===== config.mk =====
export PLATFORM = sky130hd
export DESIGN_NAME = http_request_byte_parser_flat
export DESIGN_NICKNAME = d
export VERILOG_FILES = /design/src/design/hrbp_pkg.sv /design/src/design/hrbp_in_if.sv /design/src/design/hrbp_out_if.sv /design/src/design/hrbp_engine.sv /design/src/design/http_request_byte_parser.sv /design/src/flat_wrapper.sv
export SDC_FILE = /design/constraint.sdc
export NUM_CORES = 1
export LEC_CHECK = 0
export BUFFER_PORTS_ARGS = -buffer_cell sky130_fd_sc_hd__buf_2
export CAP_MARGIN = 20
export CORE_ASPECT_RATIO = 2
export CORE_MARGIN = 4
export CORE_UTILIZATION = 55
export CTS_CLUSTER_DIAMETER = 50
export DETAILED_ROUTE_END_ITERATION = 16
export GPL_ROUTABILITY_DRIVEN = 0
export PLACE_DENSITY = 0.73
export SLEW_MARGIN = 20
export SYNTH_ARGS = -nofsm -noshare
export SYNTH_HDL_FRONTEND = slang
export SYNTH_SLANG_ARGS = --single-unit

===== constraint.sdc =====
create_clock -name i_clk -period 4.9 [get_ports i_clk]
set_input_delay 0.245 -clock i_clk [delete_from_list [all_inputs] [get_ports i_clk]]
set_output_delay 0.245 -clock i_clk [all_outputs]
set_load 0.005 [all_outputs]

===== src/design/hrbp_pkg.sv =====
// shared types, codes and lookup functions for the http request byte parser
`default_nettype none

package hrbp_pkg;

    // width of the content length accumulator and body counter (8 to 32)
    localparam int LENGTH_WIDTH = 32;
    // width of the content_length result field
    localparam int CL_WIDTH     = 32;
    localparam int NAME_LEN     = 14;
    localparam int GET_LEN      = 3;

    typedef logic [LENGTH_WIDTH-1:0] t_len;

    typedef enum logic [3:0] {
        PH_RL_START,
        PH_RL_METHOD,
        PH_RL_URL,
        PH_RL_VERSION,
        PH_RL_END,
        PH_RL_ERROR,
        PH_HD_START,
        PH_HD_KEY,
        PH_HD_VALUE,
        PH_HD_NEXT,
        PH_HD_LINE_END,
        PH_HD_END,
        PH_HD_ERROR,
        PH_BODY
    } t_phase;

    typedef enum logic [2:0] {
        TAG_SKIP,
        TAG_METHOD,
        TAG_URL,
        TAG_VERSION,
        TAG_NAME,
        TAG_VALUE,
        TAG_BODY
    } t_tag;

    typedef enum logic [1:0] {
        ST_OK,
        ST_BAD,
        ST_INCOMPLETE
    } t_status;

    localparam logic ACT_BYTE  = 1'b0;
    localparam logic ACT_CLOSE = 1'b1;

    localparam logic [7:0] CH_SPACE = 8'h20;
    localparam logic [7:0] CH_CR    = 8'h0d;
    localparam logic [7:0] CH_LF    = 8'h0a;
    localparam logic [7:0] CH_COLON = 8'h3a;

    typedef struct packed {
        logic       action;
        logic [7:0] byte_value;
    } t_in_item;

    typedef struct packed {
        logic [7:0]          byte_out;
        t_tag                tag;
        logic                header_done;
        logic                request_done;
        t_status             status;
        logic                is_get;
        logic [CL_WIDTH-1:0] content_length;
    } t_result;

    // letters of "get"
    function automatic logic [7:0] get_char(input logic [1:0] idx);
        logic [7:0] ch;
        unique case (idx)
            2'd0:    ch = "g";
            2'd1:    ch = "e";
            2'd2:    ch = "t";
            default: ch = 8'h00;
        endcase
        return ch;
    endfunction

    // letters of "content-length"
    function automatic logic [7:0] name_char(input logic [3:0] idx);
        logic [7:0] ch;
        unique case (idx)
            4'd0:    ch = "c";
            4'd1:    ch = "o";
            4'd2:    ch = "n";
            4'd3:    ch = "t";
            4'd4:    ch = "e";
            4'd5:    ch = "n";
            4'd6:    ch = "t";
            4'd7:    ch = "-";
            4'd8:    ch = "l";
            4'd9:    ch = "e";
            4'd10:   ch = "n";
            4'd11:   ch = "g";
            4'd12:   ch = "t";
            4'd13:   ch = "h";
            default: ch = 8'h00;
        endcase
        return ch;
    endfunction

    // upper case ascii letters to lower case, everything else untouched
    function automatic logic [7:0] fold_case(input logic [7:0] b);
        logic [7:0] r;
        r = b;
        if (b >= "A" && b <= "Z") begin
            r = b | 8'h20;
        end
        return r;
    endfunction

endpackage

`default_nettype wire


===== src/design/hrbp_in_if.sv =====
// request byte channel: valid/ready with action and byte payload
`default_nettype none

interface hrbp_in_if;
    logic       valid;
    logic       ready;
    logic       action;
    logic [7:0] byte_value;

    modport source (output valid, output action, output byte_value, input ready);
    modport sink   (input valid, input action, input byte_value, output ready);
endinterface

`default_nettype wire


===== src/design/hrbp_out_if.sv =====
// parse result channel: valid/ready with tagged byte and completion info
`default_nettype none

interface hrbp_out_if;
    import hrbp_pkg::*;

    logic                valid;
    logic                ready;
    logic [7:0]          byte_out;
    logic [2:0]          tag;
    logic                header_done;
    logic                request_done;
    logic [1:0]          status;
    logic                is_get;
    logic [CL_WIDTH-1:0] content_length;

    modport source (
        output valid, output byte_out, output tag, output header_done,
        output request_done, output status, output is_get, output content_length,
        input  ready
    );
    modport sink (
        input  valid, input byte_out, input tag, input header_done,
        input  request_done, input status, input is_get, input content_length,
        output ready
    );
endinterface

`default_nettype wire


===== src/design/hrbp_engine.sv =====
// parser state machine: request line, headers, length parse and body count
`default_nettype none

module hrbp_engine (
    input  wire                 i_clk,
    input  wire                 i_rst_n,
    input  wire                 i_fire,
    input  hrbp_pkg::t_in_item  i_item,
    output hrbp_pkg::t_result   o_result
);
    import hrbp_pkg::*;

    localparam t_len LEN_MAX = {LENGTH_WIDTH{1'b1}};

    t_phase     r_phase,         n_phase;
    logic [1:0] r_method_pos,    n_method_pos;
    logic       r_method_get,    n_method_get;
    logic [3:0] r_name_pos,      n_name_pos;
    logic       r_name_match,    n_name_match;
    logic       r_value_started, n_value_started;
    logic       r_digits_closed, n_digits_closed;
    t_len       r_length_accum,  n_length_accum;
    t_len       r_length_value,  n_length_value;
    t_len       r_body_rem,      n_body_rem;

    logic [7:0]              c;
    logic [7:0]              raw;
    logic                    letter;
    logic                    digit;
    logic                    method_hit;
    logic                    name_hit;
    logic [LENGTH_WIDTH+3:0] accum_x10;
    t_len                    rem_dec;
    logic                    do_finish;
    logic                    clear_ln;
    t_status                 fin_status;
    t_result                 res;

    always_comb begin
        raw        = i_item.byte_value;
        c          = fold_case(raw);
        letter     = (c >= "a") && (c <= "z");
        digit      = (c >= "0") && (c <= "9");
        method_hit = (r_method_pos < 2'(GET_LEN)) && (c == get_char(r_method_pos));
        name_hit   = (r_name_pos < 4'(NAME_LEN)) && (c == name_char(r_name_pos));
        // accum * 10 + digit, kept four bits wider to see the overflow
        accum_x10  = ({4'b0, r_length_accum} << 3) + ({4'b0, r_length_accum} << 1)
                   + (LENGTH_WIDTH+4)'(c[3:0]);
        rem_dec    = (r_body_rem != '0) ? r_body_rem - t_len'(1) : r_body_rem;

        n_phase         = r_phase;
        n_method_pos    = r_method_pos;
        n_method_get    = r_method_get;
        n_name_pos      = r_name_pos;
        n_name_match    = r_name_match;
        n_value_started = r_value_started;
        n_digits_closed = r_digits_closed;
        n_length_accum  = r_length_accum;
        n_length_value  = r_length_value;
        n_body_rem      = r_body_rem;

        res        = '0;
        res.tag    = TAG_SKIP;
        res.status = ST_OK;
        do_finish  = 1'b0;
        clear_ln   = 1'b0;
        fin_status = ST_OK;

        if (i_item.action == ACT_CLOSE) begin
            do_finish  = 1'b1;
            fin_status = (r_phase <= PH_RL_ERROR) ? ST_INCOMPLETE : ST_OK;
        end else if (r_phase == PH_BODY) begin
            // body bytes pass unfolded
            res.byte_out = raw;
            res.tag      = TAG_BODY;
            n_body_rem   = rem_dec;
            if (rem_dec == '0) begin
                do_finish = 1'b1;
            end
        end else begin
            res.byte_out = c;
            unique case (r_phase)
                PH_RL_START, PH_RL_METHOD: begin
                    if (letter) begin
                        res.tag = TAG_METHOD;
                        if (method_hit) begin
                            n_method_pos = r_method_pos + 2'd1;
                        end else begin
                            n_method_get = 1'b0;
                        end
                        n_phase = PH_RL_METHOD;
                    end else if (c == CH_SPACE) begin
                        if (r_phase == PH_RL_METHOD) begin
                            n_phase = PH_RL_URL;
                        end
                    end else if (r_phase == PH_RL_START) begin
                        n_phase = PH_RL_ERROR;
                    end
                end
                PH_RL_URL: begin
                    if (c != CH_SPACE) begin
                        res.tag = TAG_URL;
                    end else begin
                        n_phase = PH_RL_VERSION;
                    end
                end
                PH_RL_VERSION: begin
                    if (c != CH_CR) begin
                        res.tag = TAG_VERSION;
                    end else begin
                        n_phase = PH_RL_END;
                    end
                end
                PH_RL_END: begin
                    if (c == CH_LF) begin
                        clear_ln = 1'b1;
                        n_phase  = PH_HD_START;
                    end else begin
                        do_finish  = 1'b1;
                        fin_status = ST_BAD;
                    end
                end
                PH_HD_START, PH_HD_LINE_END: begin
                    if (letter) begin
                        res.tag = TAG_NAME;
                        if (name_hit) begin
                            n_name_pos = r_name_pos + 4'd1;
                        end else begin
                            n_name_match = 1'b0;
                        end
                        n_phase = PH_HD_KEY;
                    end else if (c == CH_CR && r_phase == PH_HD_LINE_END) begin
                        n_phase = PH_HD_END;
                    end else begin
                        n_phase = PH_HD_ERROR;
                    end
                end
                PH_HD_KEY: begin
                    if (c != CH_COLON) begin
                        res.tag = TAG_NAME;
                        if (name_hit) begin
                            n_name_pos = r_name_pos + 4'd1;
                        end else begin
                            n_name_match = 1'b0;
                        end
                    end else begin
                        n_phase = PH_HD_VALUE;
                    end
                end
                PH_HD_VALUE: begin
                    if (c == CH_CR) begin
                        n_phase = PH_HD_NEXT;
                    end else if (!r_value_started && c == CH_SPACE) begin
                        // leading space dropped
                    end else begin
                        n_value_started = 1'b1;
                        res.tag         = TAG_VALUE;
                        if (!r_digits_closed && digit) begin
                            if (accum_x10 > {4'b0, LEN_MAX}) begin
                                n_length_accum = LEN_MAX;
                            end else begin
                                n_length_accum = accum_x10[LENGTH_WIDTH-1:0];
                            end
                        end else begin
                            n_digits_closed = 1'b1;
                        end
                    end
                end
                PH_HD_NEXT: begin
                    if (c == CH_LF) begin
                        res.header_done = 1'b1;
                        if (r_name_match && r_name_pos == 4'(NAME_LEN)) begin
                            n_length_value = r_length_accum;
                        end
                        clear_ln = 1'b1;
                        n_phase  = PH_HD_LINE_END;
                    end else begin
                        n_phase = PH_HD_ERROR;
                    end
                end
                PH_HD_END: begin
                    if (c == CH_LF) begin
                        if (r_length_value == '0) begin
                            do_finish = 1'b1;
                        end else begin
                            n_body_rem = r_length_value;
                            n_phase    = PH_BODY;
                        end
                    end else begin
                        do_finish  = 1'b1;
                        fin_status = ST_BAD;
                    end
                end
                default: begin
                    // error phases: the byte after the bad one ends the request
                    do_finish  = 1'b1;
                    fin_status = ST_BAD;
                end
            endcase
        end

        if (clear_ln) begin
            n_name_pos      = '0;
            n_name_match    = 1'b1;
            n_value_started = 1'b0;
            n_length_accum  = '0;
            n_digits_closed = 1'b0;
        end

        if (do_finish) begin
            res.request_done = 1'b1;
            res.status       = fin_status;
            if (fin_status == ST_OK) begin
                res.is_get         = r_method_get && (r_method_pos == 2'(GET_LEN));
                res.content_length = CL_WIDTH'(r_length_value);
            end
            n_phase         = PH_RL_START;
            n_method_pos    = '0;
            n_method_get    = 1'b1;
            n_name_pos      = '0;
            n_name_match    = 1'b1;
            n_value_started = 1'b0;
            n_digits_closed = 1'b0;
            n_length_accum  = '0;
            n_length_value  = '0;
            n_body_rem      = '0;
        end
    end

    assign o_result = res;

    always_ff @(posedge i_clk) begin
        if (!i_rst_n) begin
            r_phase         <= PH_RL_START;
            r_method_pos    <= '0;
            r_method_get    <= 1'b1;
            r_name_pos      <= '0;
            r_name_match    <= 1'b1;
            r_value_started <= 1'b0;
            r_digits_closed <= 1'b0;
            r_length_accum  <= '0;
            r_length_value  <= '0;
            r_body_rem      <= '0;
        end else if (i_fire) begin
            r_phase         <= n_phase;
            r_method_pos    <= n_method_pos;
            r_method_get    <= n_method_get;
            r_name_pos      <= n_name_pos;
            r_name_match    <= n_name_match;
            r_value_started <= n_value_started;
            r_digits_closed <= n_digits_closed;
            r_length_accum  <= n_length_accum;
            r_length_value  <= n_length_value;
            r_body_rem      <= n_body_rem;
        end
    end

    a_body_nonzero: assert property (@(posedge i_clk) disable iff (!i_rst_n)
        r_phase == PH_BODY |-> r_body_rem != '0)
        else $error("body phase with nothing left to count");

    a_status_only_at_end: assert property (@(posedge i_clk) disable iff (!i_rst_n)
        !res.request_done |-> (res.status == ST_OK && res.content_length == '0))
        else $error("status or length shown without request end");

    a_restart_after_end: assert property (@(posedge i_clk) disable iff (!i_rst_n)
        i_fire && res.request_done |=> r_phase == PH_RL_START && r_length_value == '0)
        else $error("parser did not return to request line start");

    a_name_pos_range: assert property (@(posedge i_clk) disable iff (!i_rst_n)
        r_name_pos <= 4'(NAME_LEN))
        else $error("header name match position ran past the name");

endmodule

`default_nettype wire


===== src/design/http_request_byte_parser.sv =====
// top level of the http request byte parser with input and result registers
//
// Streaming HTTP/1.0 request parser. Each transfer on i_req carries one
// received byte (action 0) or a connection-closed event (action 1), and each
// gives exactly one transfer on o_res: the byte folded to lower case (body
// bytes unchanged, 0 for a close), a tag saying which part of the request it
// belongs to, header_done on the line feed that completes a header line, and
// request_done with a status on the item that ends the request. is_get and
// content_length are only meaningful with request_done and status ok. A bad
// byte is flagged as bad request on the byte after it, or on itself where a
// line feed must follow a carriage return; a close before the request line
// is complete reports an incomplete request line. Items pass through the
// input register and the parse logic into the result register. The block
// sustains one transfer per clock in both directions while o_res is ready;
// its parser state machine sets the rate, updating its state once per byte.
`default_nettype none

module http_request_byte_parser (
    input  wire        i_clk,
    input  wire        i_rst_n,
    hrbp_in_if.sink    i_req,
    hrbp_out_if.source o_res
);
    import hrbp_pkg::*;

    // input register stage
    logic     r_in_valid;
    t_in_item r_in;
    // result register stage
    logic     r_out_valid;
    t_result  r_out;

    logic     fire;     // item moves from input register through the parser
    logic     in_take;  // transfer on i_req
    t_result  step_res;

    // the parser step happens when the result register is free or draining
    assign fire    = r_in_valid && (!r_out_valid || o_res.ready);
    assign in_take = i_req.valid && i_req.ready;

    // input register may refill in the same cycle its item moves on
    assign i_req.ready = !r_in_valid || fire;

    hrbp_engine u_engine (
        .i_clk    (i_clk),
        .i_rst_n  (i_rst_n),
        .i_fire   (fire),
        .i_item   (r_in),
        .o_result (step_res)
    );

    always_ff @(posedge i_clk) begin
        if (!i_rst_n) begin
            r_in_valid  <= 1'b0;
            r_out_valid <= 1'b0;
        end else begin
            if (i_req.ready) begin
                r_in_valid <= i_req.valid;
            end
            if (fire) begin
                r_out_valid <= 1'b1;
            end else if (o_res.ready) begin
                r_out_valid <= 1'b0;
            end
        end
    end

    // payload registers, no reset needed
    always_ff @(posedge i_clk) begin
        if (in_take) begin
            r_in.action     <= i_req.action;
            r_in.byte_value <= i_req.byte_value;
        end
        if (fire) begin
            r_out <= step_res;
        end
    end

    // result channel drive
    assign o_res.valid          = r_out_valid;
    assign o_res.byte_out       = r_out.byte_out;
    assign o_res.tag            = r_out.tag;
    assign o_res.header_done    = r_out.header_done;
    assign o_res.request_done   = r_out.request_done;
    assign o_res.status         = r_out.status;
    assign o_res.is_get         = r_out.is_get;
    assign o_res.content_length = r_out.content_length;

    // a held result must not be overwritten before it is taken
    a_no_overwrite: assert property (@(posedge i_clk) disable iff (!i_rst_n)
        r_out_valid && !o_res.ready |-> !fire)
        else $error("result register overwritten while stalled");

    // an accepted item reaches the parser no later than a free result slot allows
    a_in_moves: assert property (@(posedge i_clk) disable iff (!i_rst_n)
        r_in_valid && !r_out_valid |-> fire)
        else $error("input register stalled with a free result register");

    // every parser step leaves a valid result behind
    a_fire_gives_result: assert property (@(posedge i_clk) disable iff (!i_rst_n)
        fire |=> r_out_valid)
        else $error("parser step produced no result");

endmodule

`default_nettype wire

===== src/flat_wrapper.sv =====
// flat-port wrapper written by rule: the top's interface ports become plain ports
module http_request_byte_parser_flat import hrbp_pkg::*;
  (i_clk, i_rst_n, i_req_valid, i_req_action, i_req_byte_value, i_req_ready, o_res_valid, o_res_byte_out, o_res_tag, o_res_header_done, o_res_request_done, o_res_status, o_res_is_get, o_res_content_length, o_res_ready);
  hrbp_in_if i_req_i ();
  hrbp_out_if o_res_i ();
  input  wire i_clk;
  input  wire i_rst_n;
  input wire logic [$bits(i_req_i.valid)-1:0] i_req_valid;
  input wire logic [$bits(i_req_i.action)-1:0] i_req_action;
  input wire logic [$bits(i_req_i.byte_value)-1:0] i_req_byte_value;
  output wire logic [$bits(i_req_i.ready)-1:0] i_req_ready;
  output wire logic [$bits(o_res_i.valid)-1:0] o_res_valid;
  output wire logic [$bits(o_res_i.byte_out)-1:0] o_res_byte_out;
  output wire logic [$bits(o_res_i.tag)-1:0] o_res_tag;
  output wire logic [$bits(o_res_i.header_done)-1:0] o_res_header_done;
  output wire logic [$bits(o_res_i.request_done)-1:0] o_res_request_done;
  output wire logic [$bits(o_res_i.status)-1:0] o_res_status;
  output wire logic [$bits(o_res_i.is_get)-1:0] o_res_is_get;
  output wire logic [$bits(o_res_i.content_length)-1:0] o_res_content_length;
  input wire logic [$bits(o_res_i.ready)-1:0] o_res_ready;
  assign i_req_i.valid = i_req_valid;
  assign i_req_i.action = i_req_action;
  assign i_req_i.byte_value = i_req_byte_value;
  assign i_req_ready = i_req_i.ready;
  assign o_res_valid = o_res_i.valid;
  assign o_res_byte_out = o_res_i.byte_out;
  assign o_res_tag = o_res_i.tag;
  assign o_res_header_done = o_res_i.header_done;
  assign o_res_request_done = o_res_i.request_done;
  assign o_res_status = o_res_i.status;
  assign o_res_is_get = o_res_i.is_get;
  assign o_res_content_length = o_res_i.content_length;
  assign o_res_i.ready = o_res_ready;
  http_request_byte_parser u_core (.i_clk(i_clk), .i_rst_n(i_rst_n), .i_req(i_req_i), .o_res(o_res_i));
endmodule

### Word-level counts from Yosys, hierarchy flattened

Memory sizes are Yosys's and may differ from the RTL's. A register that Yosys moved wholly into a read port is not among the register bits.
Index checks and enable logic that the tools add are counted.

| cells by class | value |
|---|---|
| $add $sub $neg | 5 |
| order comparisons | 10 |
| equality and inequality tests | 43 |
| muxes and demuxes | 116 |
| bitwise gates (word level) | 1 |
| reductions and logical operators | 54 |

Operators with widths:

| operator | count |
|---|---|
| 32-bit two-way mux | 22 |
| 4-bit two-way mux | 24 |
| 32-bit logical NOT | 2 |
| 1-bit two-way mux | 43 |
| 3-bit inequality test, second input constant | 13 |
| 35-bit by 33-bit adder with 36-bit output | 1 |
| 36-bit by 4-bit adder with 36-bit output | 1 |
| 36-bit by 32-bit greater-than comparator with 1-bit output, second input constant | 1 |
| 36-bit two-way mux | 1 |
| 4-bit case mux with 9 select lines | 1 |
| 33-bit two-way mux | 1 |
| 32-bit nonzero test | 1 |
| 32-bit by 1-bit subtractor with 32-bit output, second input constant | 1 |
| 6-bit AND reduction | 5 |
| 4-bit equality test, second input constant | 6 |
| 7-bit case mux with 3 select lines | 1 |
| 2-bit two-way mux | 10 |
| 3-bit two-way mux | 6 |
| 3-bit case mux with 6 select lines | 1 |
| 8-bit by 4-bit equality test with 1-bit output, second input constant | 2 |
| 8-bit by 7-bit >= comparator with 1-bit output, second input constant | 2 |
| 8-bit by 7-bit less-or-equal comparator with 1-bit output, second input constant | 2 |
| 8-bit by 6-bit inequality test with 1-bit output, second input constant | 2 |
| 7-bit AND reduction | 2 |
| 41 further kinds | 78 |

| storage, ports and cells | value |
|---|---|
| register bits | 169 |
| memory bits (read-only) | 112 |
| input bits | 13 |
| output and inout port bits | 50 |
| word-level logic and storage cells | 252 |
| memories | 1 |

Memory list:

| memory | depth | width | rd ports | clocked after memory_dff | write ports | RTL line | RTL |
|---|---|---|---|---|---|---|---|
| (name not given) | 16 | 7 | 1 | 1 | 0 | hrbp_pkg.sv:86 | `unique case (idx)` |

### Longest topological paths before layout

| logic depth | value |
|---|---|
| depth after elaboration | 14 |
| depth in mapped cells | 18 |
| gate-level depth less buffers | 16 |

### By module

From an unflattened synthesis, not the netlist that was laid out.

| unflattened totals | value |
|---|---|
| cells, all modules | 1,289 |
| area, all modules | 10,860.4 um2 |

By module, submodules not included:

| module | times used | cells each | area an instance (um2) | seq. area each (um2) |
|---|---|---|---|---|
| hrbp_engine | 1 | 1,223 | 9,044.9 | 2,342.2 |
| http_request_byte_parser | 1 | 66 | 1,815.5 | 1,751.7 |

### Least setup slack after synthesis

No wires, ideal clock.

| timing | value |
|---|---|
| path type | flip-flop to flip-flop |
| from | reg u_core.u_engine.r_body_rem[0] |
| to | reg with a tool-made name |
| library setup time | 0.106 ns |
| arrival | 3.778 ns |
| data required time | 4.794 ns |
| slack | 1.016 ns |
| cell stages (with the launch flop) | 17 |
| buffers on the path | 2 |
| period minus slack after synthesis | 3.884 ns |
| cell sequence | dfxtp_1 inv_1 ha_1 or4b_1 buf_2 nor3_4 o21ai_1 o31ai_1 o2111ai_1 a2111oi_4 a31oi_4 buf_6 a31o_2 and2_1 inv_1 ha_1 o311ai_0 |

RTL lines:

| element | RTL line | RTL |
|---|---|---|
| start: declaration | hrbp_engine.sv:24 | `t_len r_body_rem, n_body_rem;` |
| start signal: assignment | hrbp_engine.sv:254 | `r_body_rem <= n_body_rem;` |

==> results.json <==
{
  "dp.cells": 1526,
  "synth.distinct_cells": 79,
  "drt_pass1_iterations": 10,
  "synth_edf_count": 57,
  "combPwrFrac": 0.051,
  "cts_root_buffer": "clkbuf_16",
  "finalSetupViolations": 0,
  "cts_buffers": 17,
  "yosysWarnings": 0,
  "insertion_delay_ns": 0.44,
  "synth_ff_type": "dfxtp_1",
  "synth_nets": 1338,
  "core.rowCount": 72,
  "p_leak_nw": 4.90,
  "async_flop_share": 0,
  "drc": 0,
  "cts_resized": 0,
  "portBuffers": 62,
  "fillers": 1667,
  "multi_input_area_um2": 6290,
  "die_h_um": 207,
  "grtUsageTotal": 0.289,
  "syn_inst": 1246,
  "cts_tree": "done",
  "p_sw_mw": 0.713,
  "rsz0062_at_grt": "false",
  "fin_nets": 1387,
  "grt_pass1_vias": 9834,
  "cp_data_arrival_time_ns": 4.90,
  "grt_pass1_wl_um": 50000,
  "dieWidth_um": 107,
  "vias_per_cell": 6.33,
  "tightest_slew_ns": 0.867,
  "final_cells": 1567,
  "run_status": "finished clean",
  "min_period_ns": 4.51,
  "clock_skew_ns": 0.0110,
  "crit_start": "u_core.u_engine.r_body_rem[0]$_SDFFE_PN0P_",
  "clkPwrFrac": 0.458,
  "min-delay-start": "i_req_valid",
  "power_density_nw_per_um2": 261,
  "seq_power_share": 0.491,
  "post_cts_buffers": 0,
  "final.setup.tns_ns": 0,
  "critPathLaunchType": "flip-flop",
  "wl_per_cell_um": 20.2,
  "n_antenna_cell": 0,
  "seqCellArea_um2": 4090,
  "area_growth_syn_to_layout_pct": 11.3,
  "die_area_um2": 22200,
  "start_util": 0.562,
  "critical_path_class": "reg -> reg",
  "clock-sinks": 176,
  "grt_max_degree": 52,
  "drive_above_1_share": 0.116,
  "peakVddDrop_mv": 0.247,
  "htreeDepth": 4,
  "hpwlAfterDp_um": 24000,
  "clk_pin_slew_ns": 0.06,
  "power_mw": 3.16,
  "core-area_um2": 19400,
  "hp-class": "in -> reg",
  "endpoint_kind": "flip-flop",
  "period_share": 0.921,
  "antenna_found_initial": 0,
  "swShare": 0.226,
  "syn-mean-instance-area_um2": 8.73,
  "cts_buffer_depth": 2,
  "drtAntennaViolNets": 0,
  "netlist_area_um2": 10900,
  "ys_seq_area_frac": 0.376,
  "cp_max_fo": 10,
  "setup_ws_ns": 0.386,
  "io_pins": 63,
  "hold_violations": 0,
  "slew_headroom": 0.407,
  "holdBufCountCts": 9,
  "max_freq_ghz": 0.222,
  "gr-total-overflow": 0,
  "wl_um": 31700,
  "slew_viol_final": 0,
  "p_int_mw": 2.44,
  "maxCapViolations": 0,
  "pre_cts_slack_ns": 0.468,
  "critPathRequiredTime_ns": 5.29,
  "via_count": 9925,
  "synth-seq-cells": 176,
  "r2r_start": "u_core.u_engine.r_body_rem[0]$_SDFFE_PN0P_",
  "drtIter0Drc": 579
}
## cell type report
class                   count  area share
multi-input cells         960       0.519
clock buffers              22      0.0393
repair buffers            102      0.0523
inverters                  38      0.0118
clock inverters            10      0.0122
well taps                 259      0.0268
flip-flops and latches    176       0.338
## flip-flops by register name (all words and copies together) (netlist names), 4 cells and up, named ones only
signal,cells
u_core.u_engine.r_body_rem,32
u_core.u_engine.r_name_pos,4
u_core.r_in,9
u_core.u_engine.r_phase,4
u_core.o_res.byte_out,8
u_core.u_engine.r_length_value,32
u_core.o_res.content_length,32
u_core.u_engine.r_length_accum,32
## cell usage after synthesis (12+ instances only)
master | number | area (um^2)
a21oi_1 | 88 | 440
buf_2 | 12 | 60.1
nand3_1 | 33 | 165
nor2b_1 | 17 | 106
o2111ai_1 | 15 | 131
o21ai_1 | 33 | 165
o21ai_0 | 36 | 180
a21boi_0 | 15 | 113
xor2_1 | 27 | 236
dfxtp_1 | 119 | 2380
and2_1 | 40 | 250
o22ai_1 | 20 | 125
inv_1 | 36 | 135
edfxtp_1 | 57 | 1710
ha_1 | 77 | 963
a22o_1 | 39 | 342
clkbuf_1 | 45 | 169
nand2_1 | 134 | 503
nor2_1 | 77 | 289
nor4_1 | 23 | 144
o31ai_1 | 17 | 128
nand4_1 | 18 | 113
nor3_1 | 69 | 345
xnor2_1 | 24 | 210
## through the flow
stage	utilization	hold WS [ns]	cell area, um^2
after global routing	0.625	0.0581	12100
final	0.625	0.0596	12100
after CTS	0.625	0.0558	12100
after global placement	0.588	0.423	11400
after detailed placement	0.588	0.424	11400
after floorplan	-	0.344	10900
## final timing paths
kind / depth (start not counted) / to / slack [ns]
max: 15 / flip-flop / 0.39
min: 3 / u_core.r_in_valid$_SDFFE_PN0N_ / 0.06
max reg2reg: 15 / flip-flop / 0.39
min reg2reg: 2 / u_core.u_engine.r_body_rem[23]$_SDFFE_PN0P_ / 0.47
## worst max-delay path: stages, from the launching register on
cell       delay, ns
dfxtp_1         0.37
inv_1           0.09
ha_1            0.26
or4b_1          0.63
nor3_4          0.42
o21ai_1         0.21
o31ai_1         0.40
o2111ai_1       0.23
a2111oi_4       0.28
a31oi_4         0.21
a31o_2          0.32
and2_1          0.18
inv_1           0.12
ha_1            0.25
o311ai_0        0.33
buf_4           0.16
## per-layer routing
metal	global-route usage	wire (um)	vias up
li1	-	-	4714
met1	0.272	10700	4665
met2	0.552	17200	383
met3	0.0373	1350	163
met4	0.219	2530	0
met5	0	0	-
## placed cells by master (no fill, tap or decap), types with 4 or more instances in the layout
cell           Yosys  layout
a2111oi_0          5       5
a211oi_1           5       5
a21boi_0          15      15
a21o_1            11      11
a21oi_1           88      88
a221oi_1           4       4
a22o_1            39      39
a31oi_1           11      11
and2_1            40      40
and3_1             9       9
buf_2             12      62
buf_4              0      31
clkbuf_16          0      18
dfxtp_1          119     119
dlygate4sd3_1      0       9
edfxtp_1          57      57
ha_1              77      77
inv_1             36      35
mux2i_1            4       4
nand2_1          134     134
nand2b_1          11      11
nand3_1           33      32
nand4_1           18      18
nor2_1            77      76
nor2b_1           17      16
nor3_1            69      69
nor4_1            23      23
o2111ai_1         15      15
o21a_1             9       9
o21ai_0           36      36
o21ai_1           33      33
o21bai_1          10      10
o22ai_1           20      20
o31ai_1           17      17
or2_2              7       7
or3_1              9       9
or4_1              9       9
xnor2_1           24      24
xor2_1            27      27
## cells by family after synthesis
| group | synth area share |
|---|---|
| xor gates and xnor gates | 0.0411 |
| AOI/OAI and AO/OA | 0.214 |
| buffers and inverters | 0.0465 |
| DFF | 0.376 |
| adders and majority gates | 0.0922 |
| muxes | 0.00472 |
| and+or+nand+nor | 0.225 |
## power by group through the flow
| stage | Sequential (mW) | Combinational [mW] | Clock, mW |
|---|---|---|---|
| 2_1_floorplan | 1.57 | 0.100 | 0 |
| 3_3_place_gp | 1.58 | 0.152 | 0 |
| 3_5_place_dp | 1.58 | 0.154 | 0 |
| 4_1_cts | 1.55 | 0.160 | 1.46 |
| 5_1_grt | 1.55 | 0.175 | 1.51 |
| 6_report | 1.55 | 0.161 | 1.44 |
No activity file was read; power rests on OpenSTA's default activity.
